### src/hw/rtl/ahu_pkg.sv
// ----------------------------------------------------------------------------
// ahu_pkg
// Shared constants, codes and the command type of the hold upsampler.
// ----------------------------------------------------------------------------
`default_nettype none

package ahu_pkg;

    // Filter and run geometry
    localparam int HALF_TAPS    = 30;
    localparam int LINE_LEN     = 2 * HALF_TAPS - 1;
    localparam int MAX_CHANNELS = 4;
    localparam int MAX_RUN      = 32;

    // Field widths
    localparam int SAMPLE_W  = 16;
    localparam int COEF_W    = 18;
    localparam int COEF_FRAC = 17;
    localparam int IDX_W     = 5;
    localparam int OUT_W     = 20;
    localparam int STEP_W    = 22;
    localparam int CHAN_W    = 3;
    localparam int PHASE_W   = 16;

    // Derived widths
    localparam int PTR_W  = $clog2(LINE_LEN);
    localparam int K_W    = $clog2(HALF_TAPS);
    localparam int RUN_W  = $clog2(MAX_RUN + 1);
    localparam int PAIR_W = SAMPLE_W + 1;
    localparam int PROD_W = COEF_W + PAIR_W;
    localparam int ACC_W  = PROD_W + $clog2(HALF_TAPS);

    // Command queue
    localparam int FIFO_DEPTH = 4;
    localparam int FIFO_AW    = $clog2(FIFO_DEPTH);

    // Request codes
    localparam logic REQ_COEF  = 1'b0;
    localparam logic REQ_FRAME = 1'b1;

    // Configuration port
    localparam int CFG_IDX_W  = 1;
    localparam int CFG_DATA_W = STEP_W;
    localparam logic [CFG_IDX_W-1:0] CFG_STEP  = 1'b0;
    localparam logic [CFG_IDX_W-1:0] CFG_CHANS = 1'b1;

    localparam logic [STEP_W-1:0] STEP_RESET = 22'd338820;
    localparam logic [CHAN_W-1:0] CHAN_RESET = 3'd1;

    // One queued job for the filter engine
    typedef struct packed {
        logic                       is_coef;
        logic [IDX_W-1:0]           coef_index;
        logic signed [COEF_W-1:0]   coef_value;
        logic signed [SAMPLE_W-1:0] mono;
        logic [RUN_W-1:0]           ticks;
    } t_cmd;

endpackage

`default_nettype wire

### src/hw/rtl/ahu_in_if.sv
// ----------------------------------------------------------------------------
// ahu_in_if
// Request channel: coefficient writes and audio frames.
// ----------------------------------------------------------------------------
`default_nettype none

interface ahu_in_if;
    logic                                valid;
    logic                                ready;
    logic                                req_type;
    logic [ahu_pkg::IDX_W-1:0]           coef_index;
    logic signed [ahu_pkg::COEF_W-1:0]   coef_value;
    logic signed [ahu_pkg::SAMPLE_W-1:0] sample_0;
    logic signed [ahu_pkg::SAMPLE_W-1:0] sample_1;
    logic signed [ahu_pkg::SAMPLE_W-1:0] sample_2;
    logic signed [ahu_pkg::SAMPLE_W-1:0] sample_3;

    modport source (
        output valid, req_type, coef_index, coef_value,
        output sample_0, sample_1, sample_2, sample_3,
        input  ready
    );
    modport sink (
        input  valid, req_type, coef_index, coef_value,
        input  sample_0, sample_1, sample_2, sample_3,
        output ready
    );
endinterface

`default_nettype wire

### src/hw/rtl/ahu_out_if.sv
// ----------------------------------------------------------------------------
// ahu_out_if
// Result channel: one filtered output sample per transfer.
// ----------------------------------------------------------------------------
`default_nettype none

interface ahu_out_if;
    logic                             valid;
    logic                             ready;
    logic signed [ahu_pkg::OUT_W-1:0] baseband_sample;
    logic                             last_of_run;

    modport source (output valid, baseband_sample, last_of_run, input ready);
    modport sink   (input valid, baseband_sample, last_of_run, output ready);
endinterface

`default_nettype wire

### src/hw/rtl/ahu_front.sv
// ----------------------------------------------------------------------------
// ahu_front
// Accepts requests, averages frames to mono, counts ticks, queues jobs.
// ----------------------------------------------------------------------------
`default_nettype none

module ahu_front (
    input  wire logic                             i_clk,
    input  wire logic                             i_rst_n,
    ahu_in_if.sink                                i_in_ch,
    input  wire logic                             i_cfg_we,
    input  wire logic [ahu_pkg::CFG_IDX_W-1:0]    i_cfg_idx,
    input  wire logic [ahu_pkg::CFG_DATA_W-1:0]   i_cfg_data,
    input  wire logic                             i_full,
    output logic                                  o_push,
    output ahu_pkg::t_cmd                         o_cmd
);
    import ahu_pkg::*;

    localparam int SUM_W    = SAMPLE_W + $clog2(MAX_CHANNELS) + 1;
    localparam int DIV3_W   = 16;
    localparam int DIV3_SH  = 17;
    localparam logic [DIV3_W-1:0] DIV3_MUL = 16'd43691;  // ceil(2^17 / 3)
    localparam int Q_W      = STEP_W - PHASE_W + 1;

    typedef enum logic [1:0] {F_IDLE, F_DIV, F_PUSH} t_fstate;

    t_fstate                   r_state;
    logic [STEP_W-1:0]         r_step;
    logic [CHAN_W-1:0]         r_chans;
    logic [PHASE_W-1:0]        r_phase;
    logic [SUM_W-1:0]          r_mag;
    logic                      r_neg;
    logic [CHAN_W-1:0]         r_ch;
    t_cmd                      r_cmd;

    logic signed [SAMPLE_W-1:0] w_smp [MAX_CHANNELS];
    logic [CHAN_W-1:0]          w_ch;
    logic signed [SUM_W-1:0]    w_sum;
    logic [SUM_W-1:0]           w_mag;
    logic signed [STEP_W:0]     w_need;
    logic [STEP_W:0]            w_round;
    logic [Q_W-1:0]             w_q;
    logic [RUN_W-1:0]           w_ticks;
    logic [PHASE_W-1:0]         w_phase;
    logic [SUM_W+DIV3_W-1:0]    w_prod;
    logic [SUM_W-1:0]           w_quot;
    logic [SUM_W-1:0]           w_mono;

    assign w_smp[0] = i_in_ch.sample_0;
    assign w_smp[1] = i_in_ch.sample_1;
    assign w_smp[2] = i_in_ch.sample_2;
    assign w_smp[3] = i_in_ch.sample_3;

    assign i_in_ch.ready = (r_state == F_IDLE);
    assign o_push        = (r_state == F_PUSH) && !i_full;
    assign o_cmd         = r_cmd;

    // Channel average: sum, then divide the magnitude (truncates toward zero)
    always_comb begin
        if (r_chans == '0) begin
            w_ch = CHAN_W'(1);
        end else if (r_chans > CHAN_W'(MAX_CHANNELS)) begin
            w_ch = CHAN_W'(MAX_CHANNELS);
        end else begin
            w_ch = r_chans;
        end
        w_sum = '0;
        for (int c = 0; c < MAX_CHANNELS; c++) begin
            if (CHAN_W'(c) < w_ch) begin
                w_sum = w_sum + SUM_W'(w_smp[c]);
            end
        end
        w_mag = w_sum[SUM_W-1] ? unsigned'(-w_sum) : unsigned'(w_sum);
    end

    // Tick count from the phase accumulator
    always_comb begin
        w_need  = signed'({1'b0, r_step}) - signed'({{(STEP_W+1-PHASE_W){1'b0}}, r_phase});
        w_round = unsigned'(w_need) + (STEP_W+1)'(2**PHASE_W - 1);
        w_q     = w_round[STEP_W:PHASE_W];
        w_phase = r_phase - r_step[PHASE_W-1:0];
        if (w_need <= 0) begin
            w_ticks = '0;
        end else if (w_q > Q_W'(MAX_RUN)) begin
            w_ticks = RUN_W'(MAX_RUN);
            w_phase = '0;
        end else begin
            w_ticks = w_q[RUN_W-1:0];
        end
    end

    always_comb begin
        w_prod = r_mag * DIV3_MUL;
        case (r_ch)
            3'd2:    w_quot = r_mag >> 1;
            3'd3:    w_quot = SUM_W'(w_prod >> DIV3_SH);
            3'd4:    w_quot = r_mag >> 2;
            default: w_quot = r_mag;
        endcase
        w_mono = r_neg ? (~w_quot + 1'b1) : w_quot;
    end

    always_ff @(posedge i_clk) begin
        if (!i_rst_n) begin
            r_state <= F_IDLE;
            r_step  <= STEP_RESET;
            r_chans <= CHAN_RESET;
            r_phase <= '0;
            r_mag   <= '0;
            r_neg   <= 1'b0;
            r_ch    <= CHAN_W'(1);
            r_cmd   <= '0;
        end else begin
            if (i_cfg_we) begin
                unique case (i_cfg_idx)
                    CFG_STEP:  r_step  <= i_cfg_data[STEP_W-1:0];
                    CFG_CHANS: r_chans <= i_cfg_data[CHAN_W-1:0];
                    default:   ;
                endcase
            end
            unique case (r_state)
                F_IDLE: begin
                    if (i_in_ch.valid) begin
                        r_cmd.coef_index <= i_in_ch.coef_index;
                        r_cmd.coef_value <= i_in_ch.coef_value;
                        if (i_in_ch.req_type == REQ_COEF) begin
                            r_cmd.is_coef <= 1'b1;
                            r_cmd.ticks   <= '0;
                            r_state       <= F_PUSH;
                        end else begin
                            r_cmd.is_coef <= 1'b0;
                            r_cmd.ticks   <= w_ticks;
                            r_phase       <= w_phase;
                            r_mag         <= w_mag;
                            r_neg         <= w_sum[SUM_W-1];
                            r_ch          <= w_ch;
                            r_state       <= F_DIV;
                        end
                    end
                end
                F_DIV: begin
                    r_cmd.mono <= w_mono[SAMPLE_W-1:0];
                    // a frame that yields no tick leaves nothing to queue
                    r_state    <= (r_cmd.ticks == '0) ? F_IDLE : F_PUSH;
                end
                F_PUSH: begin
                    if (!i_full) begin
                        r_state <= F_IDLE;
                    end
                end
                default: r_state <= F_IDLE;
            endcase
        end
    end

endmodule

`default_nettype wire

### src/hw/rtl/ahu_fifo.sv
// ----------------------------------------------------------------------------
// ahu_fifo
// Short job queue between the request front end and the filter engine.
// ----------------------------------------------------------------------------
`default_nettype none

module ahu_fifo (
    input  wire logic          i_clk,
    input  wire logic          i_rst_n,
    input  wire logic          i_push,
    input  wire ahu_pkg::t_cmd i_cmd,
    output logic               o_full,
    output logic               o_valid,
    output ahu_pkg::t_cmd      o_cmd,
    input  wire logic          i_pop
);
    import ahu_pkg::*;

    t_cmd               r_mem [FIFO_DEPTH];
    logic [FIFO_AW-1:0] r_wr;
    logic [FIFO_AW-1:0] r_rd;
    logic [FIFO_AW:0]   r_cnt;

    logic w_push;
    logic w_pop;

    assign o_full  = (r_cnt == (FIFO_AW+1)'(FIFO_DEPTH));
    assign o_valid = (r_cnt != '0);
    assign o_cmd   = r_mem[r_rd];
    assign w_push  = i_push && !o_full;
    assign w_pop   = i_pop && o_valid;

    always_ff @(posedge i_clk) begin
        if (w_push) begin
            r_mem[r_wr] <= i_cmd;
        end
    end

    always_ff @(posedge i_clk) begin
        if (!i_rst_n) begin
            r_wr  <= '0;
            r_rd  <= '0;
            r_cnt <= '0;
        end else begin
            if (w_push) begin
                r_wr <= r_wr + 1'b1;
            end
            if (w_pop) begin
                r_rd <= r_rd + 1'b1;
            end
            case ({w_push, w_pop})
                2'b10:   r_cnt <= r_cnt + 1'b1;
                2'b01:   r_cnt <= r_cnt - 1'b1;
                default: ;
            endcase
        end
    end

endmodule

`default_nettype wire

### src/hw/rtl/ahu_fir.sv
// ----------------------------------------------------------------------------
// ahu_fir
// Filter engine: delay line, coefficient store, folded FIR, output register.
// ----------------------------------------------------------------------------
`default_nettype none

module ahu_fir (
    input  wire logic          i_clk,
    input  wire logic          i_rst_n,
    input  wire logic          i_valid,
    input  wire ahu_pkg::t_cmd i_cmd,
    output logic               o_pop,
    ahu_out_if.source          o_out_ch
);
    import ahu_pkg::*;

    localparam int X10_W = ACC_W + 4;
    localparam int FL_W  = X10_W - COEF_FRAC;

    typedef enum logic [2:0] {B_IDLE, B_WRITE, B_ISSUE, B_DRAIN, B_FINISH} t_bstate;

    t_bstate                     r_state;
    logic signed [SAMPLE_W-1:0]  r_mono;
    logic [RUN_W-1:0]            r_left;
    logic [PTR_W-1:0]            r_wptr;
    logic [PTR_W-1:0]            r_inc;
    logic [PTR_W-1:0]            r_dec;
    logic [K_W-1:0]              r_k;
    logic                        r_out_valid;
    logic signed [OUT_W-1:0]     r_out_sample;
    logic                        r_out_last;

    // delay line memory with per-entry valid bits (unwritten reads as zero)
    logic signed [SAMPLE_W-1:0]  r_dline [LINE_LEN];
    logic [LINE_LEN-1:0]         r_dvalid;
    logic signed [COEF_W-1:0]    r_coef [HALF_TAPS];

    // MAC pipeline
    logic                        r_s1_v, r_s2_v, r_s3_v;
    logic [K_W-1:0]              r_s1_k;
    logic signed [SAMPLE_W-1:0]  r_rd_a, r_rd_b;
    logic                        r_ok_a, r_ok_b;
    logic signed [PAIR_W-1:0]    r_pair;
    logic signed [COEF_W-1:0]    r_cf;
    logic signed [PROD_W-1:0]    r_prod;
    logic signed [ACC_W-1:0]     r_acc;

    logic                        w_dl_we;
    logic [PTR_W-1:0]            w_wptr_nx;
    logic signed [PAIR_W-1:0]    w_a, w_b;
    logic signed [X10_W-1:0]     w_acc_ext;
    logic signed [X10_W-1:0]     w_x10;
    logic signed [FL_W-1:0]      w_fl;
    logic signed [OUT_W-1:0]     w_sat;
    logic                        w_load;

    assign o_pop     = (r_state == B_IDLE) && i_valid;
    assign w_dl_we   = (r_state == B_WRITE);
    assign w_wptr_nx = (r_wptr == PTR_W'(LINE_LEN - 1)) ? '0 : r_wptr + 1'b1;
    assign w_load    = (r_state == B_FINISH) && (!r_out_valid || o_out_ch.ready);

    assign o_out_ch.valid           = r_out_valid;
    assign o_out_ch.baseband_sample = r_out_sample;
    assign o_out_ch.last_of_run     = r_out_last;

    // Coefficient store; out-of-range slots are dropped
    always_ff @(posedge i_clk) begin
        if (!i_rst_n) begin
            for (int i = 0; i < HALF_TAPS; i++) begin
                r_coef[i] <= '0;
            end
        end else if (o_pop && i_cmd.is_coef && (i_cmd.coef_index < IDX_W'(HALF_TAPS))) begin
            r_coef[i_cmd.coef_index[K_W-1:0]] <= i_cmd.coef_value;
        end
    end

    // Delay line: one write port, two registered read ports
    always_ff @(posedge i_clk) begin
        if (w_dl_we) begin
            r_dline[r_wptr] <= r_mono;
        end
        r_rd_a <= r_dline[r_inc];
        r_rd_b <= r_dline[r_dec];
    end

    always_ff @(posedge i_clk) begin
        if (!i_rst_n) begin
            r_dvalid <= '0;
            r_ok_a   <= 1'b0;
            r_ok_b   <= 1'b0;
        end else begin
            if (w_dl_we) begin
                r_dvalid[r_wptr] <= 1'b1;
            end
            r_ok_a <= r_dvalid[r_inc];
            r_ok_b <= r_dvalid[r_dec];
        end
    end

    // MAC pipeline: read -> pair sum -> product -> accumulate
    assign w_a = r_ok_a ? PAIR_W'(r_rd_a) : '0;
    assign w_b = r_ok_b ? PAIR_W'(r_rd_b) : '0;

    always_ff @(posedge i_clk) begin
        if (!i_rst_n) begin
            r_s1_v <= 1'b0;
            r_s2_v <= 1'b0;
            r_s3_v <= 1'b0;
        end else begin
            r_s1_v <= (r_state == B_ISSUE);
            r_s2_v <= r_s1_v;
            r_s3_v <= r_s2_v;
        end
    end

    always_ff @(posedge i_clk) begin
        r_s1_k <= r_k;
        r_pair <= w_a + w_b;
        r_cf   <= r_coef[r_s1_k];
        r_prod <= r_cf * r_pair;
        if (r_state == B_WRITE) begin
            r_acc <= '0;
        end else if (r_s3_v) begin
            r_acc <= r_acc + ACC_W'(r_prod);
        end
    end

    // Scale by ten, floor to Q15, saturate
    always_comb begin
        w_acc_ext = X10_W'(r_acc);
        w_x10     = (w_acc_ext <<< 3) + (w_acc_ext <<< 1);
        w_fl      = w_x10[X10_W-1:COEF_FRAC];
        if (w_fl[FL_W-1:OUT_W-1] == '0 || w_fl[FL_W-1:OUT_W-1] == '1) begin
            w_sat = w_fl[OUT_W-1:0];
        end else begin
            w_sat = w_fl[FL_W-1] ? {1'b1, {(OUT_W-1){1'b0}}} : {1'b0, {(OUT_W-1){1'b1}}};
        end
    end

    always_ff @(posedge i_clk) begin
        if (!i_rst_n) begin
            r_state      <= B_IDLE;
            r_mono       <= '0;
            r_left       <= '0;
            r_wptr       <= '0;
            r_inc        <= '0;
            r_dec        <= '0;
            r_k          <= '0;
            r_out_valid  <= 1'b0;
            r_out_sample <= '0;
            r_out_last   <= 1'b0;
        end else begin
            if (r_out_valid && o_out_ch.ready && !w_load) begin
                r_out_valid <= 1'b0;
            end
            unique case (r_state)
                B_IDLE: begin
                    if (i_valid && !i_cmd.is_coef) begin
                        r_mono  <= i_cmd.mono;
                        r_left  <= i_cmd.ticks;
                        r_state <= B_WRITE;
                    end
                end
                B_WRITE: begin
                    r_wptr  <= w_wptr_nx;
                    r_inc   <= w_wptr_nx;
                    r_dec   <= r_wptr;
                    r_k     <= '0;
                    r_state <= B_ISSUE;
                end
                B_ISSUE: begin
                    r_inc <= (r_inc == PTR_W'(LINE_LEN - 1)) ? '0 : r_inc + 1'b1;
                    r_dec <= (r_dec == '0) ? PTR_W'(LINE_LEN - 1) : r_dec - 1'b1;
                    r_k   <= r_k + 1'b1;
                    if (r_k == K_W'(HALF_TAPS - 1)) begin
                        r_state <= B_DRAIN;
                    end
                end
                B_DRAIN: begin
                    if (!r_s1_v && !r_s2_v && !r_s3_v) begin
                        r_state <= B_FINISH;
                    end
                end
                B_FINISH: begin
                    if (w_load) begin
                        r_out_valid  <= 1'b1;
                        r_out_sample <= w_sat;
                        r_out_last   <= (r_left == RUN_W'(1));
                        r_left       <= r_left - 1'b1;
                        r_state      <= (r_left == RUN_W'(1)) ? B_IDLE : B_WRITE;
                    end
                end
                default: r_state <= B_IDLE;
            endcase
        end
    end

    a_wptr_range: assert property (@(posedge i_clk) disable iff (!i_rst_n)
        (r_wptr < PTR_W'(LINE_LEN)) && (r_inc < PTR_W'(LINE_LEN)) && (r_dec < PTR_W'(LINE_LEN)))
        else $error("delay line pointer out of range");

    a_finish_drained: assert property (@(posedge i_clk) disable iff (!i_rst_n)
        (r_state == B_FINISH) |-> (!r_s1_v && !r_s2_v && !r_s3_v))
        else $error("output formed before the MAC pipeline drained");

    a_run_nonzero: assert property (@(posedge i_clk) disable iff (!i_rst_n)
        (r_state == B_WRITE) |-> (r_left != '0))
        else $error("tick started with an empty run count");

endmodule

`default_nettype wire

### src/hw/rtl/audio_hold_upsampler_fir_lowpass.sv
// ----------------------------------------------------------------------------
// audio_hold_upsampler_fir_lowpass
// Hold-and-filter audio interpolator with a folded symmetric low-pass FIR.
// ----------------------------------------------------------------------------
// Usage:
//   i_in_ch carries coefficient writes (req_type 0) and audio frames
//   (req_type 1); a transfer happens when valid and ready are both high.
//   o_out_ch delivers one filtered sample per output tick, last_of_run
//   marking the final tick of a frame. Coefficient writes and frames with
//   zero ticks produce nothing.
//   i_cfg_we/i_cfg_idx/i_cfg_data write upsample_step (0) and
//   channel_count (1); write only while the block is idle.
// Flow:
//   The front end accepts no new request until it is done with the current
//   one, and queues each job (4 deep).
//   Each output tick in the filter engine takes one delay-line write, 30
//   tap-pair reads on the two memory read ports, the MAC pipeline drain
//   and one output load, in that order. The engine takes its next job
//   only after the last tick of a frame.
// Reset:
//   Synchronous, active low. Coefficients, phase and pointer clear at once;
//   the delay line is cleared through per-entry valid bits, no sweep.
// Stall:
//   A held output keeps the engine waiting at its load step; the queue and
//   front end keep taking requests until the queue fills.
// ----------------------------------------------------------------------------
`default_nettype none

module audio_hold_upsampler_fir_lowpass (
    input  wire logic                             i_clk,
    input  wire logic                             i_rst_n,
    ahu_in_if.sink                                i_in_ch,
    ahu_out_if.source                             o_out_ch,
    input  wire logic                             i_cfg_we,
    input  wire logic [ahu_pkg::CFG_IDX_W-1:0]    i_cfg_idx,
    input  wire logic [ahu_pkg::CFG_DATA_W-1:0]   i_cfg_data
);
    import ahu_pkg::*;

    // front end -> queue
    logic w_push;
    logic w_full;
    t_cmd w_push_cmd;

    // queue -> filter engine
    logic w_job_valid;
    logic w_job_pop;
    t_cmd w_job_cmd;

    // Request decode, mono average and tick count
    ahu_front u_front (
        .i_clk      (i_clk),
        .i_rst_n    (i_rst_n),
        .i_in_ch    (i_in_ch),
        .i_cfg_we   (i_cfg_we),
        .i_cfg_idx  (i_cfg_idx),
        .i_cfg_data (i_cfg_data),
        .i_full     (w_full),
        .o_push     (w_push),
        .o_cmd      (w_push_cmd)
    );

    // Decoupling queue; keeps request order for coefficient writes and frames
    ahu_fifo u_fifo (
        .i_clk   (i_clk),
        .i_rst_n (i_rst_n),
        .i_push  (w_push),
        .i_cmd   (w_push_cmd),
        .o_full  (w_full),
        .o_valid (w_job_valid),
        .o_cmd   (w_job_cmd),
        .i_pop   (w_job_pop)
    );

    // Tick sequencer, FIR MAC and output register
    ahu_fir u_fir (
        .i_clk    (i_clk),
        .i_rst_n  (i_rst_n),
        .i_valid  (w_job_valid),
        .i_cmd    (w_job_cmd),
        .o_pop    (w_job_pop),
        .o_out_ch (o_out_ch)
    );

endmodule

`default_nettype wire
### src/flat_wrapper.sv
// flat-port wrapper written by rule: the top's interface ports become plain ports
module audio_hold_upsampler_fir_lowpass_flat import ahu_pkg::*;
  (i_clk, i_rst_n, i_cfg_we, i_cfg_idx, i_cfg_data, i_in_ch_valid, i_in_ch_req_type, i_in_ch_coef_index, i_in_ch_coef_value, i_in_ch_sample_0, i_in_ch_sample_1, i_in_ch_sample_2, i_in_ch_sample_3, i_in_ch_ready, o_out_ch_valid, o_out_ch_baseband_sample, o_out_ch_last_of_run, o_out_ch_ready);
  ahu_in_if i_in_ch_i ();
  ahu_out_if o_out_ch_i ();
  input  wire logic i_clk;
  input  wire logic i_rst_n;
  input  wire logic i_cfg_we;
  input  wire logic [ahu_pkg::CFG_IDX_W-1:0] i_cfg_idx;
  input  wire logic [ahu_pkg::CFG_DATA_W-1:0] i_cfg_data;
  input wire logic [$bits(i_in_ch_i.valid)-1:0] i_in_ch_valid;
  input wire logic [$bits(i_in_ch_i.req_type)-1:0] i_in_ch_req_type;
  input wire logic [$bits(i_in_ch_i.coef_index)-1:0] i_in_ch_coef_index;
  input wire logic [$bits(i_in_ch_i.coef_value)-1:0] i_in_ch_coef_value;
  input wire logic [$bits(i_in_ch_i.sample_0)-1:0] i_in_ch_sample_0;
  input wire logic [$bits(i_in_ch_i.sample_1)-1:0] i_in_ch_sample_1;
  input wire logic [$bits(i_in_ch_i.sample_2)-1:0] i_in_ch_sample_2;
  input wire logic [$bits(i_in_ch_i.sample_3)-1:0] i_in_ch_sample_3;
  output wire logic [$bits(i_in_ch_i.ready)-1:0] i_in_ch_ready;
  output wire logic [$bits(o_out_ch_i.valid)-1:0] o_out_ch_valid;
  output wire logic [$bits(o_out_ch_i.baseband_sample)-1:0] o_out_ch_baseband_sample;
  output wire logic [$bits(o_out_ch_i.last_of_run)-1:0] o_out_ch_last_of_run;
  input wire logic [$bits(o_out_ch_i.ready)-1:0] o_out_ch_ready;
  assign i_in_ch_i.valid = i_in_ch_valid;
  assign i_in_ch_i.req_type = i_in_ch_req_type;
  assign i_in_ch_i.coef_index = i_in_ch_coef_index;
  assign i_in_ch_i.coef_value = i_in_ch_coef_value;
  assign i_in_ch_i.sample_0 = i_in_ch_sample_0;
  assign i_in_ch_i.sample_1 = i_in_ch_sample_1;
  assign i_in_ch_i.sample_2 = i_in_ch_sample_2;
  assign i_in_ch_i.sample_3 = i_in_ch_sample_3;
  assign i_in_ch_ready = i_in_ch_i.ready;
  assign o_out_ch_valid = o_out_ch_i.valid;
  assign o_out_ch_baseband_sample = o_out_ch_i.baseband_sample;
  assign o_out_ch_last_of_run = o_out_ch_i.last_of_run;
  assign o_out_ch_i.ready = o_out_ch_ready;
  audio_hold_upsampler_fir_lowpass u_core (.i_clk(i_clk), .i_rst_n(i_rst_n), .i_in_ch(i_in_ch_i), .o_out_ch(o_out_ch_i), .i_cfg_we(i_cfg_we), .i_cfg_idx(i_cfg_idx), .i_cfg_data(i_cfg_data));
endmodule
### config.mk
export PLATFORM = sky130hd
export DESIGN_NAME = audio_hold_upsampler_fir_lowpass_flat
export DESIGN_NICKNAME = d
export VERILOG_FILES = /design/src/hw/rtl/ahu_pkg.sv /design/src/hw/rtl/ahu_in_if.sv /design/src/hw/rtl/ahu_out_if.sv /design/src/hw/rtl/ahu_front.sv /design/src/hw/rtl/ahu_fifo.sv /design/src/hw/rtl/ahu_fir.sv /design/src/hw/rtl/audio_hold_upsampler_fir_lowpass.sv /design/src/flat_wrapper.sv
export SDC_FILE = /design/constraint.sdc
export NUM_CORES = 2
export LEC_CHECK = 0
export BUFFER_PORTS_ARGS = -buffer_cell sky130_fd_sc_hd__clkbuf_2
export CORE_UTILIZATION = 30
export DETAILED_ROUTE_END_ITERATION = 8
export MAX_ROUTING_LAYER = met4
export PLACE_DENSITY = 0.48
export RECOVER_POWER = 25
export SYNTH_ARGS = -nofsm -noshare
export SYNTH_HDL_FRONTEND = slang
export SYNTH_HIERARCHICAL = 1
export SYNTH_SLANG_ARGS = --single-unit
export TNS_END_PERCENT = 10
### constraint.sdc
create_clock -name i_clk -period 6.5 [get_ports i_clk]
set_input_delay 1.3 -clock i_clk [delete_from_list [all_inputs] [get_ports i_clk]]
set_output_delay 1.3 -clock i_clk [all_outputs]
set_load 0.05 [all_outputs]
==> report_table.html <==
<table>
<tr><th>Metric</th><th>Value</th></tr>
<tr><th colspan="2">Outcome</th></tr>
<tr><td>Result of the run</td><td>complete, but fails checks</td></tr>
<tr><td>Failing checks</td><td>capacitance limit, slew limit, setup timing</td></tr>
<tr><th colspan="2">Clock network</th></tr>
<tr><td>Buffer type at the clock tree root</td><td>clkbuf_16</td></tr>
<tr><td>Clock tree from TritonCTS</td><td>done</td></tr>
<tr><td>Number of buffers inserted during clock tree synthesis</td><td>242</td></tr>
<tr><td>Max Buffers Root-to-Sink</td><td>4</td></tr>
<tr><td>Clock edge transition at the registers on the reported setup and hold paths</td><td>around 60 ps</td></tr>
<tr><td>CTS H-tree depth</td><td>4</td></tr>
<tr><td>Clock Sink Count</td><td>roughly 2100</td></tr>
<tr><td>Worst-Skew Late Latency</td><td>990 ps</td></tr>
<tr><th colspan="2">Placed design</th></tr>
<tr><td>Placement Cell Area</td><td>129000 um2</td></tr>
<tr><td>Pre-CTS setup slack</td><td>-686 ps</td></tr>
<tr><td>Placer congestion estimate</td><td>around 0.9</td></tr>
<tr><td>Placed cell count</td><td>between 10000 and 15000</td></tr>
<tr><td>Dpl hpwl</td><td>231 mm</td></tr>
<tr><td>Buffers on Ports</td><td>around 140</td></tr>
<tr><th colspan="2">Routing</th></tr>
<tr><td>Mean number of vias per cell</td><td>5.09</td></tr>
<tr><td>Total vias in the final route</td><td>74000</td></tr>
<tr><td>Drt first-iter violations</td><td>roughly 6200</td></tr>
<tr><td>Drt drc</td><td>0</td></tr>
<tr><td>Remaining number of nets flagged by the antenna check after routing</td><td>0</td></tr>
<tr><td>Wire length per cell</td><td>around 24 um</td></tr>
<tr><td>Total iterations of the first detailed-routing run</td><td>7</td></tr>
<tr><td>Wirelength, routed</td><td>roughly 350 mm</td></tr>
<tr><th colspan="2">GRT</th></tr>
<tr><td>Global-route usage over all layers</td><td>0.177</td></tr>
<tr><td>Most used routing layer</td><td>met2</td></tr>
<tr><td>Global-route met1 utilization</td><td>0.234</td></tr>
<tr><td>First-pass GRT wire length</td><td>515 mm</td></tr>
<tr><td>Initial antenna violation count</td><td>29</td></tr>
<tr><td>Via count of the first global-routing pass</td><td>a little under 80000</td></tr>
<tr><td>Largest net degree at the start of global routing</td><td>roughly 140</td></tr>
<tr><td>Met2 usage in global routing</td><td>0.289</td></tr>
<tr><td>Overflow left after global routing</td><td>0</td></tr>
<tr><td>Grt met3 use</td><td>0.0235</td></tr>
<tr><th colspan="2">Run</th></tr>
<tr><td>Maxcap violations</td><td>14</td></tr>
<tr><th colspan="2">Synth</th></tr>
<tr><td>Number of register bits inferred by synthesis</td><td>about 2100</td></tr>
<tr><td>Synthesized netlist cell count</td><td>around 8600</td></tr>
<tr><td>Async S/R FF share, synth</td><td>0</td></tr>
<tr><td>Post-synthesis instance area</td><td>118000 um2</td></tr>
<tr><td>Area share of the largest cell type after synthesis</td><td>0.433</td></tr>
<tr><td>Most instantiated flip-flop cell in the synthesis netlist</td><td>edfxtp_1</td></tr>
<tr><td>Number of enable-type register cells in the synthesized netlist</td><td>roughly 1700</td></tr>
<tr><td>Main area contributors after synthesis</td><td>edfxtp_1 (43%), mux4_2 (16%), fa_1 (7.1%)</td></tr>
<tr><td>Unique cell type count in the Yosys netlist</td><td>126</td></tr>
<tr><td>Average footprint of a synthesized cell</td><td>about 14 um2</td></tr>
<tr><td>Post-synthesis sequential area ratio</td><td>0.501</td></tr>
<tr><td>Library cell with the largest summed area after synthesis</td><td>edfxtp_1</td></tr>
<tr><td>Yosys warning total</td><td>6</td></tr>
<tr><th colspan="2">STA</th></tr>
<tr><td>Worst Max-Slew Pin Slew</td><td>about 3300 ps</td></tr>
<tr><td>Final total negative setup slack</td><td>-115 ps</td></tr>
<tr><td>Final setup slack of the worst path</td><td>-98.2 ps</td></tr>
<tr><td>Final clock period utilization by the worst path</td><td>1.02</td></tr>
<tr><td>Final setup violation count</td><td>2</td></tr>
<tr><td>Skew final</td><td>around 130 ps</td></tr>
<tr><td>Endpoints failing hold</td><td>0</td></tr>
<tr><td>FMAX</td><td>152 MHz</td></tr>
<tr><td>RSZ-0062 raised after global routing</td><td>true</td></tr>
<tr><td>Count of final max-slew check failures</td><td>~850</td></tr>
<tr><td>Final Critical Period</td><td>6600 ps</td></tr>
<tr><td>Relative slew slack</td><td>-1.23</td></tr>
<tr><th colspan="2">Setup path</th></tr>
<tr><td>R2R setup slack</td><td>-100 ps</td></tr>
<tr><td>Crit Path Max Fanout</td><td>5</td></tr>
<tr><td>Required time at the worst-slack endpoint</td><td>about 7300 ps</td></tr>
<tr><td>Ordered cell list for the critical path</td><td>ha_4 &gt; inv_1 &gt; fa_1 &gt; inv_1 &gt; fa_1 &gt; inv_1 &gt; fa_1 &gt; fa_1 &gt; fa_1 &gt; inv_1 &gt; ha_1 &gt; buf_6 &gt; o2111a_1 &gt; a2111oi_1 &gt; a211oi_2 &gt; xnor2_1 &gt; o22ai_1 &gt; or4_4 &gt; or2_4 &gt; nor4_4 &gt; mux2_2 &gt; nand2_1</td></tr>
<tr><td>Kind of cell with the highest combined delay on the critical path</td><td>adder cells</td></tr>
<tr><td>Startpoint of the worst register-to-register path</td><td>u_core/u_front/r_mag[3]</td></tr>
<tr><td>CP dominant cell by count</td><td>fa_1</td></tr>
<tr><td>CP endpoint kind</td><td>register</td></tr>
<tr><td>Largest stage delay on the critical path</td><td>roughly 500 ps</td></tr>
<tr><td>Depth of the worst register-to-register path</td><td>22</td></tr>
<tr><td>Critical path start-end classification</td><td>register to register</td></tr>
<tr><td>Worst endpoint data arrival time</td><td>approximately 7400 ps</td></tr>
<tr><td>Buf/Inv on CP</td><td>5</td></tr>
<tr><td>Slowest cell on the critical path</td><td>fa_1</td></tr>
<tr><td>Worst reg2reg path endpoint</td><td>u_core/u_front/o_cmd[21]</td></tr>
<tr><td>Launching element type of the critical path</td><td>register</td></tr>
<tr><th colspan="2">Floorplanning</th></tr>
<tr><td>Count of pins on the block boundary</td><td>approximately 140</td></tr>
<tr><td>Initial cell density of the core</td><td>0.301</td></tr>
<tr><td>Area enclosed by the die boundary</td><td>about 400000 um2</td></tr>
<tr><td>Row cnt</td><td>230</td></tr>
<tr><td>Width of the die</td><td>between 600 and 700 um</td></tr>
<tr><td>Core Area</td><td>about 390000 um2</td></tr>
<tr><td>Die boundary height</td><td>around 630 um</td></tr>
<tr><th colspan="2">Cells and area</th></tr>
<tr><td>Layout filler cell count</td><td>around 38000</td></tr>
<tr><td>Finished Layout Cells</td><td>between 10000 and 15000</td></tr>
<tr><td>Final design instance area without fill</td><td>~140000 um2</td></tr>
<tr><td>Layout net count</td><td>10000</td></tr>
<tr><td>Layout cells sized above 1</td><td>0.243</td></tr>
<tr><td>Syn-to-layout area delta</td><td>16.2%</td></tr>
<tr><th colspan="2">Min path</th></tr>
<tr><td>Destination of the worst hold path</td><td>u_core/u_fir/r_s1_k[1]</td></tr>
<tr><td>Worst Hold Depth</td><td>0</td></tr>
<tr><td>Type of the worst min-delay path</td><td>register to register</td></tr>
<tr><td>Hold Path Origin</td><td>u_core/u_fir/r_k[1]</td></tr>
<tr><th colspan="2">Power</th></tr>
<tr><td>Pleak</td><td>around 50 nW</td></tr>
<tr><td>Power, Total</td><td>approximately 45 mW</td></tr>
<tr><td>Peak supply drop</td><td>0.245 mV</td></tr>
<tr><td>Power per Cell Area</td><td>about 330 nW/um2</td></tr>
</table>
-- placed cells by master (no fill, tap or decap), types with 26 or more instances in the layout --
| cell type | Yosys | routed |
|---|---|---|
| mux4_2 | 841 | 841 |
| mux2i_1 | 88 | 86 |
| o21ai_1 | 11 | 32 |
| xor2_1 | 51 | 50 |
| inv_1 | 650 | 650 |
| clkbuf_1 | 355 | 60 |
| nor2b_1 | 37 | 35 |
| mux2_2 | 41 | 41 |
| clkinv_1 | 3 | 29 |
| a21oi_1 | 295 | 283 |
| xnor2_1 | 136 | 136 |
| and3_1 | 31 | 30 |
| clkbuf_2 | 2 | 137 |
| edfxtp_1 | 1704 | 1704 |
| o22ai_1 | 27 | 26 |
| conb_1 | 1 | 36 |
| clkinv_2 | 0 | 51 |
| fa_1 | 421 | 419 |
| and2_1 | 748 | 744 |
| o21ai_0 | 219 | 179 |
| clkbuf_16 | 0 | 245 |
| nand2b_1 | 43 | 43 |
| bufinv_16 | 0 | 34 |
| a31oi_1 | 30 | 29 |
| buf_4 | 10 | 563 |
| nor2_4 | 0 | 36 |
| nor3_1 | 73 | 68 |
| nand2_1 | 558 | 556 |
| nor2_1 | 478 | 417 |
| nand3_1 | 87 | 87 |
| or3_1 | 27 | 27 |
| dfxtp_2 | 0 | 35 |
| ha_1 | 410 | 403 |
| dfxtp_1 | 402 | 354 |
| o21a_1 | 44 | 44 |
| a211oi_1 | 54 | 48 |
| nand4_1 | 35 | 35 |
| o211ai_1 | 42 | 42 |
| a21o_1 | 86 | 85 |
-- worst max-delay path by stage --
stage | from | to | slack, ps | depth (start not counted)
after floorplan | i_in_ch_sample_0[0] | u_core/u_front/r_mag[5] | -10 | 26
after detailed placement | i_in_ch_sample_1[1] | u_core/u_front/r_mag[18] | -690 | 25
final | u_core/u_front/r_mag[3] | u_core/u_front/o_cmd[21] | -100 | 22
after global placement | i_in_ch_sample_1[1] | u_core/u_front/r_mag[18] | -660 | 25
after CTS | u_core/u_front/r_mag[3] | u_core/u_front/o_cmd[21] | -110 | 24
after global routing | u_core/u_front/r_mag[3] | u_core/u_front/o_cmd[21] | -310 | 23
-- stage by stage --
| step | utilization | hold WS (ps) |
|---|---|---|
| 2_1_floorplan | - | 360 |
| 3_3_place_gp | 0.328 | 384 |
| 3_5_place_dp | 0.328 | 376 |
| 4_1_cts | 0.350 | 397 |
| 5_1_grt | 0.350 | 402 |
| 6_report | 0.350 | 398 |
-- power breakdown --
group,total (mW),switching (mW),internal [mW],leakage (nW)
clock network,14.3,5.81,8.53,4.10
registers,15.9,0.752,15.2,19.7
logic,14.7,8.08,6.60,26.5
-- Yosys cell counts (27+ instances only) --
cell type,instances
dfxtp_1,402
clkbuf_1,355
nand2_1,558
a21oi_1,295
or3_1,27
xor2_1,51
nand3_1,87
fa_1,421
nand4_1,35
a31oi_1,30
mux2i_1,88
nor2b_1,37
o211ai_1,42
inv_1,650
o21ai_0,219
and2_1,748
mux4_2,841
mux2_2,41
o21a_1,44
xnor2_1,136
ha_1,410
and3_1,31
nor2_1,478
a21o_1,86
buf_1,91
buf_2,40
o22ai_1,27
nor3_1,73
nand2b_1,43
edfxtp_1,1704
a211oi_1,54
-- metal layers --
layer / wire length, um / share of wire
met3: 19300 / 0.056
met4: 8980 / 0.026
met5: 0 / 0
met2: 166000 / 0.48
met1: 153000 / 0.44
-- timing repair --
item	4_1_cts	5_1_grt
setup endpoints to repair	6	18
hold buffers	0	0
resized for setup	32	33
pin swaps	9	12
buffers inserted	3	2
endpoints found under the hold margin	0	0
-- logic make-up after synthesis --
family | count (synthesis) | synth area share
xor gates and xnor gates | 188 | 0.0140
AOI/OAI and AO/OA | 1082 | 0.0618
buffers and inverters | 1163 | 0.0387
adders and majority gates | 832 | 0.115
and+or+nand+nor | 2246 | 0.0975
muxes | 976 | 0.173
other | 1 | 0.0000317
DFF | 2106 | 0.501
-- worst reg2reg max path: cells and delay by family, from the launching register on --
| family | cells | cell delay, ps |
|---|---|---|
| compound gates | 4 | 1120 |
| xor+xnor | 1 | 280 |
| fa+ha+maj | 7 | 3020 |
| buf+inv | 5 | 360 |
| flops | 1 | 360 |
| mux | 1 | 360 |
| simple gates | 4 | 960 |
-- cell type report --
type	instances	area, um2	share of cell area
inverter	655	2460	0.0179
tap	5220	6530	0.0475
clock buffer	311	6590	0.0479
multi-input combinational	5360	55400	0.403
timing repair buffer	733	5320	0.0387
clock inverter	143	1790	0.0131
sequential	2106	59300	0.431
antenna	20	50.0	0.000364
-- state kept, by name, indices dropped and copies added (netlist names), 5 cells and up, named ones only --
signal and count:
u_core/u_fir/r_dline 944, u_core/u_fir/r_coef 576, u_core/u_fifo/r_mem 184, u_core/u_fir/r_dvalid 59
u_core/u_front/o_cmd 46, u_core/u_fir/r_acc 40, u_core/u_fir/r_prod 35, u_core/u_front/r_step 22
u_core/u_fir/o_out_ch.baseband_sample 20, u_core/u_front/r_mag 19, u_core/u_fir/r_cf 18, u_core/u_fir/r_pair 17
u_core/u_fir/r_mono 16, u_core/u_fir/r_rd_a 16, u_core/u_fir/r_rd_b 16, u_core/u_front/r_phase 16
u_core/u_fir/r_dec 6, u_core/u_fir/r_inc 6, u_core/u_fir/r_left 6, u_core/u_fir/r_wptr 6
u_core/u_fir/r_k 5, u_core/u_fir/r_s1_k 5
(Power assumes the default switching activity.)
